===== src/rtl/ksc_pkg.sv =====
// Keyword score confirmation package: item and result structs, register map,
// class codes and the score clamp used by the lanes.
`timescale 1ns / 1ps

package ksc_pkg;

   localparam int unsigned CLASS_COUNT = 5;
   localparam int unsigned SCORE_W     = 10;
   localparam int unsigned CLASS_W     = 3;
   localparam int unsigned COUNT_W     = 32;
   localparam int unsigned CSR_IDX_W   = 3;
   localparam int unsigned CSR_DATA_W  = 10;

   typedef logic [SCORE_W-1:0] score_type;
   typedef logic [CLASS_W-1:0] class_type;

   localparam score_type SCORE_MAX = 10'd1000;
   localparam logic [7:0] RUN_MAX  = 8'd255;

   localparam class_type CLS_NOISE   = 3'd0;
   localparam class_type CLS_OFF     = 3'd1;
   localparam class_type CLS_ON      = 3'd2;
   localparam class_type CLS_TIME    = 3'd3;
   localparam class_type CLS_WEATHER = 3'd4;

   localparam logic [CSR_IDX_W-1:0] REG_THRESHOLD_ON_OFF  = 3'd0;
   localparam logic [CSR_IDX_W-1:0] REG_THRESHOLD_OTHER   = 3'd1;
   localparam logic [CSR_IDX_W-1:0] REG_CONFIRM_ON_OFF    = 3'd2;
   localparam logic [CSR_IDX_W-1:0] REG_CONFIRM_OTHER     = 3'd3;
   localparam logic [CSR_IDX_W-1:0] REG_COOLDOWN_WINDOWS  = 3'd4;
   localparam logic [CSR_IDX_W-1:0] REG_ANTI_FLIP_WINDOWS = 3'd5;
   localparam logic [CSR_IDX_W-1:0] REG_MIN_MARGIN        = 3'd6;
   localparam logic [CSR_IDX_W-1:0] REG_WARMUP_WINDOWS    = 3'd7;

   typedef struct packed {
      logic [9:0] threshold_on_off;
      logic [9:0] threshold_other;
      logic [7:0] confirm_on_off;
      logic [7:0] confirm_other;
      logic [7:0] cooldown_windows;
      logic [7:0] anti_flip_windows;
      logic [9:0] min_margin;
      logic [7:0] warmup_windows;
   } cfg_type;

   localparam cfg_type CFG_RESET = '{
      threshold_on_off:  10'd700,
      threshold_other:   10'd550,
      confirm_on_off:    8'd3,
      confirm_other:     8'd2,
      cooldown_windows:  8'd4,
      anti_flip_windows: 8'd8,
      min_margin:        10'd150,
      warmup_windows:    8'd4
   };

   typedef struct packed {
      score_type score_noise;
      score_type score_off;
      score_type score_on;
      score_type score_time;
      score_type score_weather;
   } req_type;

   typedef struct packed {
      class_type          top_class;
      score_type          top_confidence;
      logic [COUNT_W-1:0] window_number;
      logic [COUNT_W-1:0] prior_event_number;
      logic               confirmed;
      logic [COUNT_W-1:0] event_number;
   } rsp_type;

   // ranked window after the margin check
   typedef struct packed {
      class_type cls;
      score_type conf;
   } rank_type;

   function automatic score_type clamp_score(input score_type s);
      clamp_score = (s > SCORE_MAX) ? SCORE_MAX : s;
   endfunction

endpackage


===== src/rtl/ksc_lane.sv =====
// Keyword score confirmation lane: clamps one class score and decides whether
// it is the top score of the window (ties go to the lower class index).
`timescale 1ns / 1ps

module ksc_lane #(
   parameter int unsigned LANE = 0
) (
   input  ksc_pkg::score_type [ksc_pkg::CLASS_COUNT-1:0] scores,
   output ksc_pkg::score_type                            clamped,
   output logic                                          is_top
);
   import ksc_pkg::*;

   score_type own;

   assign own     = clamp_score(scores[LANE]);
   assign clamped = own;

   always_comb begin
      score_type other;
      is_top = 1'b1;
      for (int j = 0; j < int'(CLASS_COUNT); j++) begin
         other = clamp_score(scores[j]);
         if (j < int'(LANE)) begin
            if (!(own > other)) is_top = 1'b0;
         end else if (j > int'(LANE)) begin
            if (own < other) is_top = 1'b0;
         end
      end
   end

endmodule


===== src/rtl/ksc_rank.sv =====
// Keyword score confirmation merge stage: combines lane flags into the top
// class, its lead over the runner-up, and applies the on/off margin check.
`timescale 1ns / 1ps

module ksc_rank (
   input  ksc_pkg::score_type [ksc_pkg::CLASS_COUNT-1:0] clamped,
   input  logic [ksc_pkg::CLASS_COUNT-1:0]               is_top,
   input  logic [9:0]                                    min_margin,
   output ksc_pkg::rank_type                             rank
);
   import ksc_pkg::*;

   score_type best;
   score_type second;
   class_type best_idx;
   score_type margin;

   always_comb begin
      best     = '0;
      second   = '0;
      best_idx = CLS_NOISE;
      for (int i = 0; i < int'(CLASS_COUNT); i++) begin
         if (is_top[i]) begin
            best     = clamped[i];
            best_idx = CLASS_W'(i);
         end else if (clamped[i] > second) begin
            second = clamped[i];
         end
      end
   end

   assign margin = best - second;

   always_comb begin
      rank.cls  = best_idx;
      rank.conf = best;
      if ((best_idx == CLS_ON || best_idx == CLS_OFF) && margin < min_margin) begin
         rank.cls  = CLS_NOISE;
         rank.conf = SCORE_MAX - margin;
      end
   end

endmodule


===== src/rtl/ksc_confirm.sv =====
// Keyword score confirmation state: cooldown, anti-flip locks, candidate run,
// warmup and event counting. Updates once per item; result is combinational.
`timescale 1ns / 1ps

module ksc_confirm (
   input  logic              clock,
   input  logic              reset,
   input  logic              advance,
   input  ksc_pkg::rank_type rank,
   input  ksc_pkg::cfg_type  cfg,
   output ksc_pkg::rsp_type  result
);
   import ksc_pkg::*;

   logic [COUNT_W-1:0] window_count_ff, window_count_in;
   logic [COUNT_W-1:0] event_count_ff, event_count_in;
   class_type          cand_class_ff, cand_class_in;
   logic [7:0]         cand_run_ff, cand_run_in;
   logic [7:0]         cooldown_ff, cooldown_in;
   logic [7:0]         on_lock_ff, on_lock_in;
   logic [7:0]         off_lock_ff, off_lock_in;
   logic               confirmed;

   always_comb begin
      logic       onoff;
      logic       locked;
      score_type  threshold;
      logic [7:0] needed;
      logic [7:0] cool_dec;
      logic [7:0] run_new;

      onoff    = (rank.cls == CLS_ON) || (rank.cls == CLS_OFF);
      cool_dec = (cooldown_ff != 8'd0) ? cooldown_ff - 8'd1 : 8'd0;

      window_count_in = window_count_ff + 32'd1;
      event_count_in  = event_count_ff;
      cooldown_in     = cool_dec;
      on_lock_in      = (on_lock_ff != 8'd0) ? on_lock_ff - 8'd1 : 8'd0;
      off_lock_in     = (off_lock_ff != 8'd0) ? off_lock_ff - 8'd1 : 8'd0;
      cand_class_in   = CLS_NOISE;
      cand_run_in     = 8'd0;
      confirmed       = 1'b0;

      locked    = (rank.cls == CLS_OFF && on_lock_in != 8'd0) ||
                  (rank.cls == CLS_ON && off_lock_in != 8'd0);
      threshold = onoff ? cfg.threshold_on_off : cfg.threshold_other;
      needed    = onoff ? cfg.confirm_on_off : cfg.confirm_other;

      if (rank.cls == cand_class_ff) begin
         run_new = (cand_run_ff < RUN_MAX) ? cand_run_ff + 8'd1 : cand_run_ff;
      end else begin
         run_new = 8'd1;
      end

      if (!locked && rank.cls != CLS_NOISE && rank.conf > threshold) begin
         cand_class_in = rank.cls;
         cand_run_in   = run_new;
         if (!(window_count_in < {24'd0, cfg.warmup_windows}) && !(run_new < needed) &&
             cool_dec == 8'd0) begin
            confirmed      = 1'b1;
            event_count_in = event_count_ff + 32'd1;
            cooldown_in    = cfg.cooldown_windows;
            cand_run_in    = 8'd0;
            if (rank.cls == CLS_ON) begin
               on_lock_in = cfg.anti_flip_windows;
            end else if (rank.cls == CLS_OFF) begin
               off_lock_in = cfg.anti_flip_windows;
            end
         end
      end
   end

   assign result.top_class          = rank.cls;
   assign result.top_confidence     = rank.conf;
   assign result.window_number      = window_count_in;
   assign result.prior_event_number = event_count_ff;
   assign result.confirmed          = confirmed;
   assign result.event_number       = event_count_in;

   always_ff @(posedge clock) begin
      if (reset) begin
         window_count_ff <= '0;
         event_count_ff  <= '0;
         cand_class_ff   <= CLS_NOISE;
         cand_run_ff     <= '0;
         cooldown_ff     <= '0;
         on_lock_ff      <= '0;
         off_lock_ff     <= '0;
      end else if (advance) begin
         window_count_ff <= window_count_in;
         event_count_ff  <= event_count_in;
         cand_class_ff   <= cand_class_in;
         cand_run_ff     <= cand_run_in;
         cooldown_ff     <= cooldown_in;
         on_lock_ff      <= on_lock_in;
         off_lock_ff     <= off_lock_in;
      end
   end

endmodule


===== src/rtl/keyword_score_confirmation.sv =====
// Keyword score confirmation top level: register file, score lanes, merge
// stage, confirmation state and output register. Uses ksc_pkg.
`timescale 1ns / 1ps

// Takes one item of five permille class scores per clock while req_ready is
// high and returns one result per item, in order. An accepted item is held in
// the stage-one register, then passes the confirmation update into the output
// register (two stages: five parallel lanes plus a ranking merge, then the
// confirmation state update feeding the output register). Throughput is one
// item per cycle unless the result side stalls; stalls back up through both
// stages. Registers are written through the csr_ port and must only change
// while no item is in flight.
module keyword_score_confirmation (
   input  logic                                  clock,
   input  logic                                  reset,
   input  logic                                  req_valid,
   output logic                                  req_ready,
   input  ksc_pkg::req_type                      req_data,
   output logic                                  rsp_valid,
   input  logic                                  rsp_ready,
   output ksc_pkg::rsp_type                      rsp_data,
   input  logic                                  csr_we,
   input  logic [ksc_pkg::CSR_IDX_W-1:0]         csr_index,
   input  logic [ksc_pkg::CSR_DATA_W-1:0]        csr_wdata
);
   import ksc_pkg::*;

   cfg_type cfg_ff;

   score_type [CLASS_COUNT-1:0] scores;
   score_type [CLASS_COUNT-1:0] clamped;
   logic [CLASS_COUNT-1:0]      is_top;
   rank_type                    rank;

   logic     s1_valid_ff;
   rank_type s1_data_ff;
   logic     rsp_valid_ff;
   rsp_type  rsp_data_ff;
   rsp_type  result;

   logic out_open;
   logic s1_open;
   logic advance;

   // config registers
   always_ff @(posedge clock) begin
      if (reset) begin
         cfg_ff <= CFG_RESET;
      end else if (csr_we) begin
         unique case (csr_index)
            REG_THRESHOLD_ON_OFF:  cfg_ff.threshold_on_off  <= csr_wdata;
            REG_THRESHOLD_OTHER:   cfg_ff.threshold_other   <= csr_wdata;
            REG_CONFIRM_ON_OFF:    cfg_ff.confirm_on_off    <= csr_wdata[7:0];
            REG_CONFIRM_OTHER:     cfg_ff.confirm_other     <= csr_wdata[7:0];
            REG_COOLDOWN_WINDOWS:  cfg_ff.cooldown_windows  <= csr_wdata[7:0];
            REG_ANTI_FLIP_WINDOWS: cfg_ff.anti_flip_windows <= csr_wdata[7:0];
            REG_MIN_MARGIN:        cfg_ff.min_margin        <= csr_wdata;
            REG_WARMUP_WINDOWS:    cfg_ff.warmup_windows    <= csr_wdata[7:0];
            default: ;
         endcase
      end
   end

   assign scores[CLS_NOISE]   = req_data.score_noise;
   assign scores[CLS_OFF]     = req_data.score_off;
   assign scores[CLS_ON]      = req_data.score_on;
   assign scores[CLS_TIME]    = req_data.score_time;
   assign scores[CLS_WEATHER] = req_data.score_weather;

   for (genvar g = 0; g < CLASS_COUNT; g++) begin : g_lane
      ksc_lane #(
         .LANE (g)
      ) u_lane (
         .scores  (scores),
         .clamped (clamped[g]),
         .is_top  (is_top[g])
      );
   end

   ksc_rank u_rank (
      .clamped    (clamped),
      .is_top     (is_top),
      .min_margin (cfg_ff.min_margin),
      .rank       (rank)
   );

   // handshake: each stage moves when the next one is empty or draining
   assign out_open  = !rsp_valid_ff || rsp_ready;
   assign s1_open   = !s1_valid_ff || out_open;
   assign advance   = s1_valid_ff && out_open;
   assign req_ready = s1_open;

   always_ff @(posedge clock) begin
      if (reset) begin
         s1_valid_ff <= 1'b0;
      end else if (s1_open) begin
         s1_valid_ff <= req_valid;
      end
   end

   always_ff @(posedge clock) begin
      if (s1_open && req_valid) begin
         s1_data_ff <= rank;
      end
   end

   ksc_confirm u_confirm (
      .clock   (clock),
      .reset   (reset),
      .advance (advance),
      .rank    (s1_data_ff),
      .cfg     (cfg_ff),
      .result  (result)
   );

   always_ff @(posedge clock) begin
      if (reset) begin
         rsp_valid_ff <= 1'b0;
      end else if (out_open) begin
         rsp_valid_ff <= s1_valid_ff;
      end
   end

   always_ff @(posedge clock) begin
      if (advance) begin
         rsp_data_ff <= result;
      end
   end

   assign rsp_valid = rsp_valid_ff;
   assign rsp_data  = rsp_data_ff;

endmodule

===== config.mk =====
export PLATFORM = sky130hd
export DESIGN_NAME = keyword_score_confirmation
export DESIGN_NICKNAME = d
export VERILOG_FILES = /design/src/rtl/ksc_pkg.sv /design/src/rtl/ksc_lane.sv /design/src/rtl/ksc_rank.sv /design/src/rtl/ksc_confirm.sv /design/src/rtl/keyword_score_confirmation.sv
export SDC_FILE = /design/constraint.sdc
export NUM_CORES = 1
export LEC_CHECK = 0
export CORE_UTILIZATION = 50
export CTS_CLUSTER_SIZE = 8
export DETAILED_ROUTE_END_ITERATION = 8
export DONT_BUFFER_PORTS = 1
export GPL_ROUTABILITY_DRIVEN = 0
export GPL_TIMING_DRIVEN = 0
export PLACE_DENSITY = 0.74
export SLEW_MARGIN = 40
export SYNTH_ARGS = -nofsm -noshare
export SYNTH_HDL_FRONTEND = slang
export SYNTH_SLANG_ARGS = --single-unit

===== constraint.sdc =====
create_clock -name clock -period 18.1 [get_ports clock]
set_input_delay 1.81 -clock clock [delete_from_list [all_inputs] [get_ports clock]]
set_output_delay 1.81 -clock clock [all_outputs]
set_load 0.1 [all_outputs]

* After elaboration in Yosys (flattened, before gate mapping)
Cells that the tools add are included. W data, S select, Z words.
Word-level totals: flip-flop bits (word level) 294, input bits 68, output and inout bits 112, word-level logic and storage cells 182
Operators by class: add/subtract/negate cells 8, order comparisons 35, equal/unequal tests 12, muxes and demuxes 67, reductions and logical operators 35
Operators by type and width (count):
- $mux W10 | 22
- $gt A10 B10 Y1 | 15
- $mux W8 | 17
- $lt A10 B10 Y1 | 11
- $add A32 B1 Y32 const B | 2
- $mux W32 | 2
- $gt A10 B10 Y1 const B | 5
- $reduce_bool A8 Y1 | 5
- $lt A32 B8 Y1 | 1
- $sub A8 B1 Y8 const B | 3
- $mux W1 | 22
- $reduce_and A2 Y1 | 8
- $eq A3 B2 Y1 const B | 4
- $eq A3 B3 Y1 const B | 4
- $gt A10 B1 Y1 const B | 1
- $sub A10 B10 Y10 | 1
- $sub A10 B10 Y10 const A | 1
- $eq A3 B1 Y1 const B | 3
- $logic_and A1 B1 Y1 | 9
- $add A8 B1 Y8 const B | 1
- $logic_not A8 Y1 | 1
- $lt A8 B8 Y1 | 1
- $lt A8 B8 Y1 const B | 1
- $mux W3 | 2
- 6 further kinds | 15

* Depth between registers and ports, before layout
Gate-level depths: netlist (run 1).
depth in word-level cells 24, depth in mapped cells 68, gate-level depth less buffers 62

* Cells and area by module
From an unflattened synthesis (run 1), not the netlist that was laid out.
Unflattened totals: cells, all modules 2816, area, all modules 24357.1 sq um
By module, submodules not included:
- ksc_confirm | instances 1, cells an instance 1043, area each 8109.0 sq um, sequential area each 1981.9 sq um
- keyword_score_confirmation | instances 1, cells an instance 395, area each 6580.1 sq um, sequential area each 5134.9 sq um
- ksc_rank | instances 1, cells an instance 412, area each 2905.3 sq um, sequential area each 0.0 sq um
- ksc_lane (g_lane[4].u_lane) | instances 1, cells an instance 220, area each 1505.2 sq um, sequential area each 0.0 sq um
- ksc_lane (g_lane[3].u_lane) | instances 1, cells an instance 197, area each 1401.3 sq um, sequential area each 0.0 sq um
- ksc_lane (g_lane[1].u_lane) | instances 1, cells an instance 199, area each 1365.1 sq um, sequential area each 0.0 sq um
- ksc_lane (g_lane[2].u_lane) | instances 1, cells an instance 188, area each 1321.3 sq um, sequential area each 0.0 sq um
- ksc_lane (g_lane[0].u_lane) | instances 1, cells an instance 162, area each 1169.9 sq um, sequential area each 0.0 sq um

* Worst setup path before layout (run 1)
Ideal clock, no wire load.
path type input to register, start point input port req_data[10] (netlist name), end point register s1_data_ff[3] (netlist name) (data pin), library setup time 0.260 ns, arrival 14.241 ns, data required time 17.840 ns, setup slack 3.599 ns, cell stages on the path 60, path buffers 7, cells stage by stage o31a_1 -> o21bai_1 -> nor2b_1 -> inv_1 -> ha_1 -> a21oi_1 -> o21ai_0 -> a2111oi_0 -> a31oi_1 -> nor4b_2 -> clkbuf_1 -> nand2b_1 -> ha_1 -> nand4_1 -> nor3_1 -> a221oi_1 -> a32oi_1 -> o31ai_1 -> [24 not listed] -> and3_1 -> clkbuf_1 -> clkbuf_1 -> mux2_2 -> ha_1 -> nor2b_1 -> o2111ai_1 -> nand4b_1 -> a21o_1 -> a21o_1 -> xor2_1 -> ha_1 -> a21oi_1 -> nand2_1 -> maj3_1 -> a2111o_1 -> clkbuf_1 -> mux2_2
RTL lines:
- start, declared | RTL line keyword_score_confirmation.sv:18 | input ksc_pkg::req_type req_data,
- end signal, assigned | RTL line keyword_score_confirmation.sv:103 | s1_data_ff <= rank;
- end, declared | RTL line keyword_score_confirmation.sv:36 | rank_type s1_data_ff;

==> metrics.yaml, run 1 <==
dieArea_mm2: 0.0381
min_from: "s1_data_ff[0]"
avgSynthCellArea_um2: 9.14
worstHoldPathCells: 0
fin_tns_setup_ns: 0
worstHoldEndpoint: "rsp_data[97]"
ys_ff_latch: 294
clkLatencyLatePin_ns: 0.54
ys_top_cells_by_count: "nand2_1 (239), ha_1 (188), dfxtp_1 (171)"
ff2ff_path_depth: 16
wl_per_cell_um: 20.5
yosys.area.top_type: "edfxtp_1"
hold_class: "flip-flop to flip-flop"
synthesis.nets: 2296
synth_most_common_cell: "nand2_1"
synth_flop_cell: "dfxtp_1"
holdWs_ns: 0.453
cts_root_buf: "clkbuf_16"
cts_resized: 0
wl_met2_um: 25900
post-route-min-period_ns: 16.99
dp_hpwl_um: 39900
cp.arrival_ns: 17.26
firstDrtPassIters: 5
tightest_slew_ns: 0.912
yosys_warnings: 0
rsz0062_at_grt: "no"
core_area_mm2: 0.0366
vias_per_cell: 6.13
max_freq_ghz: 0.0589
cap_viol_max_count: 0
synth_area_mm2: 0.0186
cts_tree: "done"
layout.nets: 2380
drc: 0
relSlewSlack_pct: 39.4
cts_setup_buffers: 0
synth.area.top_cells: "edfxtp_1 (20%), dfxtp_1 (18%), ha_1 (13%)"
cp_data_required_time_ns: 18.37
cts_htree_levels: 2
cts_buffers: 42
cpPeakStageDelay_ns: 0.62
period_share_pct: 93.8
die_h_um: 195
clk_pin_slew_ns: 0.05
crit_top_cell: "ha_1"
ant_nets: 0
holdBufCountCts: 0
async_reset_ff_share_pct: 0
dieWidth_um: 195
grt_max_degree: 47
status: "complete, no violations"
cp_max_fo: 10
peakVddDrop_mv: 0.0585
wl_met3_um: 4370
worst_setup_path_start_kind: "input port"
grt.overflow.total: 0
hold_viol_final: 0
drt-met1-wl_um: 21300
synth_top_area_share_pct: 19.8
grt_pass1_wl_um: 82000
reg2reg_from: "s1_data_ff[10]"
dr.max_layer_used: "met4"
drt_wl_total_um: 53700
cts_max_path_buffers: 3
crit_type: "input port to flip-flop"
p_leak_nw: 8.54
rows: 70
rrSetupSlack_ns: 12.62
synth_seq_area_share_pct: 38.2
synth_edf_count: 123
cpMaxStageDelayCell: "nor4b_2"
antenna_found_initial: 1
io_buffers: 0
crit_path_end_kind: "flip-flop"
n_fill_cell: 3019
maxSlewViolCount: 0
synthCells: 2039
finClkSkew_ns: 0.0167
top_level_ports: 180
track_usage_pct: 27.1
dr_total_vias: 16100
cts.sinks: 294
start_util_pct: 50.9
syn2layout_area_growth_pct: 14.8
grt_pass1_vias: 15700
drive_gt1_share_pct: 8.65
initialDrtViolationCount: 1625
ys_types: 82
worstReg2RegEnd: "rsp_data[16]"
finalSetupViolations: 0
power_density_mw_per_mm2: 103
-- cell type report --
cell class | count | area (um2) | share of cell area, %
tap | 468 | 586 | 2.73
clock inverter | 3 | 33.8 | 0.158
multi-input combinational | 1535 | 10700 | 50.0
timing repair buffer | 40 | 946 | 4.42
inverter | 101 | 379 | 1.77
clock buffer | 69 | 1160 | 5.43
antenna | 1 | 2.50 | 0.0117
buffer | 109 | 485 | 2.27
sequential | 294 | 7120 | 33.2
-- cell usage in the layout, fill, tap and decap left out, types with 17 or more instances in the layout --
| cell type | instances |
|---|---|
| nand2_1 | 238 |
| ha_1 | 188 |
| dfxtp_1 | 170 |
| nor2_1 | 164 |
| edfxtp_1 | 123 |
| a21oi_1 | 113 |
| clkbuf_1 | 105 |
| inv_1 | 101 |
| xnor2_1 | 77 |
| nand3_1 | 72 |
| xor2_1 | 66 |
| o21ai_0 | 64 |
| clkbuf_16 | 53 |
| nand4_1 | 47 |
| mux2i_1 | 39 |
| mux2_2 | 35 |
| and3_1 | 31 |
| or3_1 | 31 |
| nor3_1 | 29 |
| a211oi_1 | 29 |
| nand2b_1 | 27 |
| a21o_1 | 25 |
| nor2b_1 | 21 |
| a22oi_1 | 19 |
| buf_16 | 18 |
| a31oi_1 | 17 |
-- registers in the layout, summed over array words and instances (netlist names) --
| signal | count |
|---|---|
| u_confirm.window_count_ff | 32 |
| s1_valid_ff | 1 |
| u_confirm.off_lock_ff | 8 |
| u_confirm.event_count_ff | 32 |
| rsp_data | 110 |
| u_confirm.cooldown_ff | 8 |
| cfg_ff | 70 |
| s1_data_ff | 13 |
| rsp_valid | 1 |
| u_confirm.cand_run_ff | 8 |
| u_confirm.cand_class_ff | 3 |
| u_confirm.on_lock_ff | 8 |
-- report_power, final --
| group | internal [mW] | switching, mW | total, mW |
|---|---|---|---|
| clock network | 0.435 | 0.284 | 0.719 |
| logic | 0.282 | 0.384 | 0.666 |
| registers | 0.727 | 0.0871 | 0.814 |
| total | 1.44 | 0.756 | 2.20 |
-- metal layers --
metal | up-vias | global-route usage, %
li1 | 7509 | -
met3 | 172 | 5.96
met2 | 761 | 46.6
met4 | 0 | 12.7
met5 | - | 0
met1 | 7611 | 32.0
-- per-stage QoR --
step	instances	power, mW	area, um2	setup slack [ns]	util (%)
floorplan	2039	1.31	18600	3.60	-
global placement	2507	1.43	19200	1.28	52.5
detailed placement	2534	1.47	19900	1.11	54.3
CTS	2606	2.19	21100	1.56	57.6
global route	2619	2.30	21400	0.148	58.5
finish	2620	2.20	21400	1.11	58.5
-- critical path, delay by kind of cell --
| kind | cells | cell delay (ns) |
|---|---|---|
| AOI/OAI and AO/OA | 21 | 4.68 |
| xor gates and xnor gates | 1 | 0.32 |
| adders and majority gates | 8 | 2.24 |
| buffers and inverters | 9 | 2.69 |
| muxes | 4 | 1.58 |
| and+or+nand+nor | 18 | 3.91 |
-- worst max path at each step --
stage / start / end / depth (start not counted)
3_5_place_dp: req_data[49] / s1_data_ff[5] / 61
4_1_cts: req_data[49] / s1_data_ff[5] / 61
6_report: req_data[49] / s1_data_ff[3] / 61
2_1_floorplan: req_data[10] / s1_data_ff[3] / 60
5_1_grt: req_data[49] / s1_data_ff[8] / 62
3_3_place_gp: req_data[49] / s1_data_ff[5] / 59
-- kinds of logic (layout without fill, tap and decap cells) --
logic type	after synthesis	after routing	synth area share, %
compound gates	373	373	13.1
xor+xnor	143	143	6.72
fa+ha+maj	191	191	12.8
buf+inv	210	322	4.62
flops	294	294	38.2
mux	74	74	4.21
other cells	0	1	0
simple gates	754	754	20.4
No activity file was read; power rests on OpenSTA's default activity.
==> run 2, diff against run 1 <==
ABC_AREA = 1   (was default)
==> run 2 against run 1 <==
Compared with the run above: cell count rose by 26%; critical path depth increased by 12; via count is 16% higher; die area grew 3.9%; routed wire length rose by 5.0%; sequential cell count is the same; first-iteration DRC count down 11%; critical endpoint is now s1_data_ff[5].
==> metrics.yaml, run 2 <==
status: "complete, no violations"
dieArea_mm2: 0.0396  # +3.9%
cts_tree: "done"
maxSlewViolCount: 0  # unchanged
antenna_found_initial: 1  # unchanged
dp_hpwl_um: 42500  # +6.7%
clk_pin_slew_ns: 0.05  # about the same
cts_buffers: 42  # unchanged
synth_top_area_share_pct: 19.1  # -0.76 points
ys_types: 51  # -38%
cts_htree_levels: 2  # unchanged
cpMaxStageDelayCell: "o21ai_0"
place_inst: 3223  # +27%
finClkSkew_ns: 0.0198  # +0.00308 ns
layout.nets: 3021  # +27%
worst_setup_path_start_kind: "input port"
synth-xor-area-share_pct: 1.88  # -4.8 points
cpPeakStageDelay_ns: 0.54  # -0.08 ns
rsz0062_at_grt: "no"
tightest_slew_ns: 0.938  # +0.0261 ns
worst_slack_ns: 3.53  # +2.41 ns
p_leak_nw: 10.4  # +21%
yosys_warnings: 0  # unchanged
cp.arrival_ns: 14.82  # -2.44 ns
drt_wl_total_um: 56400  # +5.0%
synthesis.nets: 2940  # +28%
ys_top_cells_by_count: "nand2_1 (662), inv_1 (379), nor2_1 (253)"
relSlewSlack_pct: 37.6  # -1.7 points
drc: 0  # unchanged
vias_per_cell: 5.66  # -7.6%
cp_num_buf_inv: 13  # +4
cp_max_fo: 10  # unchanged
dieWidth_um: 199  # +1.9%
track_usage_pct: 27.9  # +0.83 points
initialDrtViolationCount: 1454  # -11%
async_reset_ff_share_pct: 0  # unchanged
synthCells: 2683  # +32%
cap_viol_max_count: 0  # unchanged
cts.sinks: 294  # unchanged
grt.overflow.total: 0  # unchanged
top_level_ports: 180  # unchanged
seqCellArea_mm2: 0.00712  # unchanged
crit_path_end_kind: "flip-flop"
synth.area.top_cells: "edfxtp_1 (19%), dfxtp_1 (18%), nand2_1 (13%)"
synthMuxAreaShare_pct: 0.884  # -3.3 points
power_density_mw_per_mm2: 128  # +24%
synth_edf_count: 123  # unchanged
multiInputGateArea_mm2: 0.0104  # -2.8%
synth_seq_area_share_pct: 36.7  # -1.5 points
pre_cts_ws_ns: 3.33  # +2.21 ns
yosys.area.top_type: "edfxtp_1"
synth_top_family_by_area: "simple AND/OR/NAND/NOR gates"
drive_gt1_share_pct: 4.73  # -3.9 points
grt_pass1_wl_um: 88100  # +7.4%
hold_viol_final: 0  # unchanged
period_share_pct: 80.5  # -13 points
final_common_cell: "nand2_1"
n_fill_cell: 3344  # +11%
crit_top_cell: "nand2_1"
placed_area_mm2: 0.0207  # +4.2%
finalPower_mw: 2.83  # +29%
ys_ff_latch: 294  # unchanged
cp_data_required_time_ns: 18.35  # -0.02 ns
max_freq_ghz: 0.0686  # +17%
firstDrtPassIters: 6  # +1
post-route-min-period_ns: 14.57  # -2.41 ns
holdBufCountCts: 0  # unchanged
synthSimpleGateAreaFrac_pct: 25.6  # +5.2 points
path_delay_family: "simple AND/OR/NAND/NOR gates"
ant_nets: 0  # unchanged
diodes: 0  # -1
largest_reg_flops: 110  # unchanged
syn2layout_area_growth_pct: 14.1
start_util_pct: 51.1  # +0.17 points
clkLatencyLatePin_ns: 0.54  # about the same
cts_max_path_buffers: 3  # unchanged
cts_root_buf: "clkbuf_16"
rows: 71  # +1.4%
peakVddDrop_mv: 0.0747  # +28%
synth_most_common_cell: "nand2_1"
cts_resized: 0  # unchanged
die_h_um: 199  # +1.9%
finalNonFillerCells: 3300  # +26%
core_area_mm2: 0.0379  # +3.6%
avgSynthCellArea_um2: 7.23  # -21%
wl_per_cell_um: 17.1  # -17%
finalSetupViolations: 0  # unchanged
synth_area_mm2: 0.0194  # +4.0%
fin_tns_setup_ns: 0  # unchanged
synth_flop_cell: "dfxtp_1"
crit_type: "input port to flip-flop"
grt_pass1_vias: 17600  # +12%
cts_setup_buffers: 0  # unchanged
dr_total_vias: 18700  # +16%
synth_fa_ha_area_share_pct: 12.2  # -0.59 points
layout_common_cells: "nand2_1 (662), inv_1 (379), nor2_1 (253)"
synth_compound_area_share_pct: 13.0  # -0.059 points
hold_class: "flip-flop to flip-flop"
grt_max_degree: 43  # -8.5%
fin_area_mm2: 0.0221  # +3.2%
io_buffers: 0  # unchanged
[run 2: changes by cell type after synthesis, sizes merged, moves of 69 or more]
cell   before  now
xnor2      77    8
nor2      165  261
nand2     240  663
a21oi     113  188
inv       101  386
o21ai      66  209
nand3      73  179
[run 2: power breakdown]
| part | internal [mW] | switching [mW] |
|---|---|---|
| clock network | 0.438 | 0.285 |
| registers | 0.765 | 0.123 |
| logic | 0.425 | 0.792 |
| total | 1.63 | 1.20 |
[run 2: kinds of logic (layout without fill, tap and decap cells)]
| logic type | Yosys count | in the layout |
|---|---|---|
| mux | 17 | 17 |
| compound gates | 468 | 468 |
| buf+inv | 486 | 592 |
| simple gates | 1189 | 1189 |
| flops | 294 | 294 |
| fa+ha+maj | 189 | 189 |
| xor+xnor | 40 | 40 |
[run 2: final cells by class]
| type | count | area share (%) |
|---|---|---|
| Timing Repair Buffer | 37 | 3.98 |
| Clock buffer | 67 | 5.27 |
| Buffer | 93 | 1.82 |
| Multi-Input combinational cell | 1903 | 47.0 |
| Tap cell | 511 | 2.89 |
| Inverter | 393 | 6.67 |
| Clock inverter | 2 | 0.130 |
| Sequential cell | 294 | 32.2 |
[run 2: metal layers]
layer	vias to the layer above	wire length, um	global-route usage [%]
met4	0	2890	15.1
met1	8563	22000	33.1
met2	905	27200	48.3
met5	-	0	0
met3	204	4270	4.15
li1	9005	-	-
[run 2: final timing paths]
kind	to	slack, ns	start	depth (start not counted)
worst max-delay path	s1_data_ff[5]	3.53	req_data[38]	73
worst max register to register	u_confirm.event_count_ff[23]	13.51	s1_data_ff[11]	20
worst min-delay path	rsp_data[49]	0.44	u_confirm.event_count_ff[16]	0
worst min register to register	rsp_data[49]	0.44	u_confirm.event_count_ff[16]	0
[run 2: through the flow]
stage	hold WS, ns	utilization, %
2_1_floorplan	0.406	-
3_3_place_gp	0.430	52.8
3_5_place_dp	0.421	54.6
4_1_cts	0.433	57.7
5_1_grt	0.450	58.3
6_report	0.437	58.3
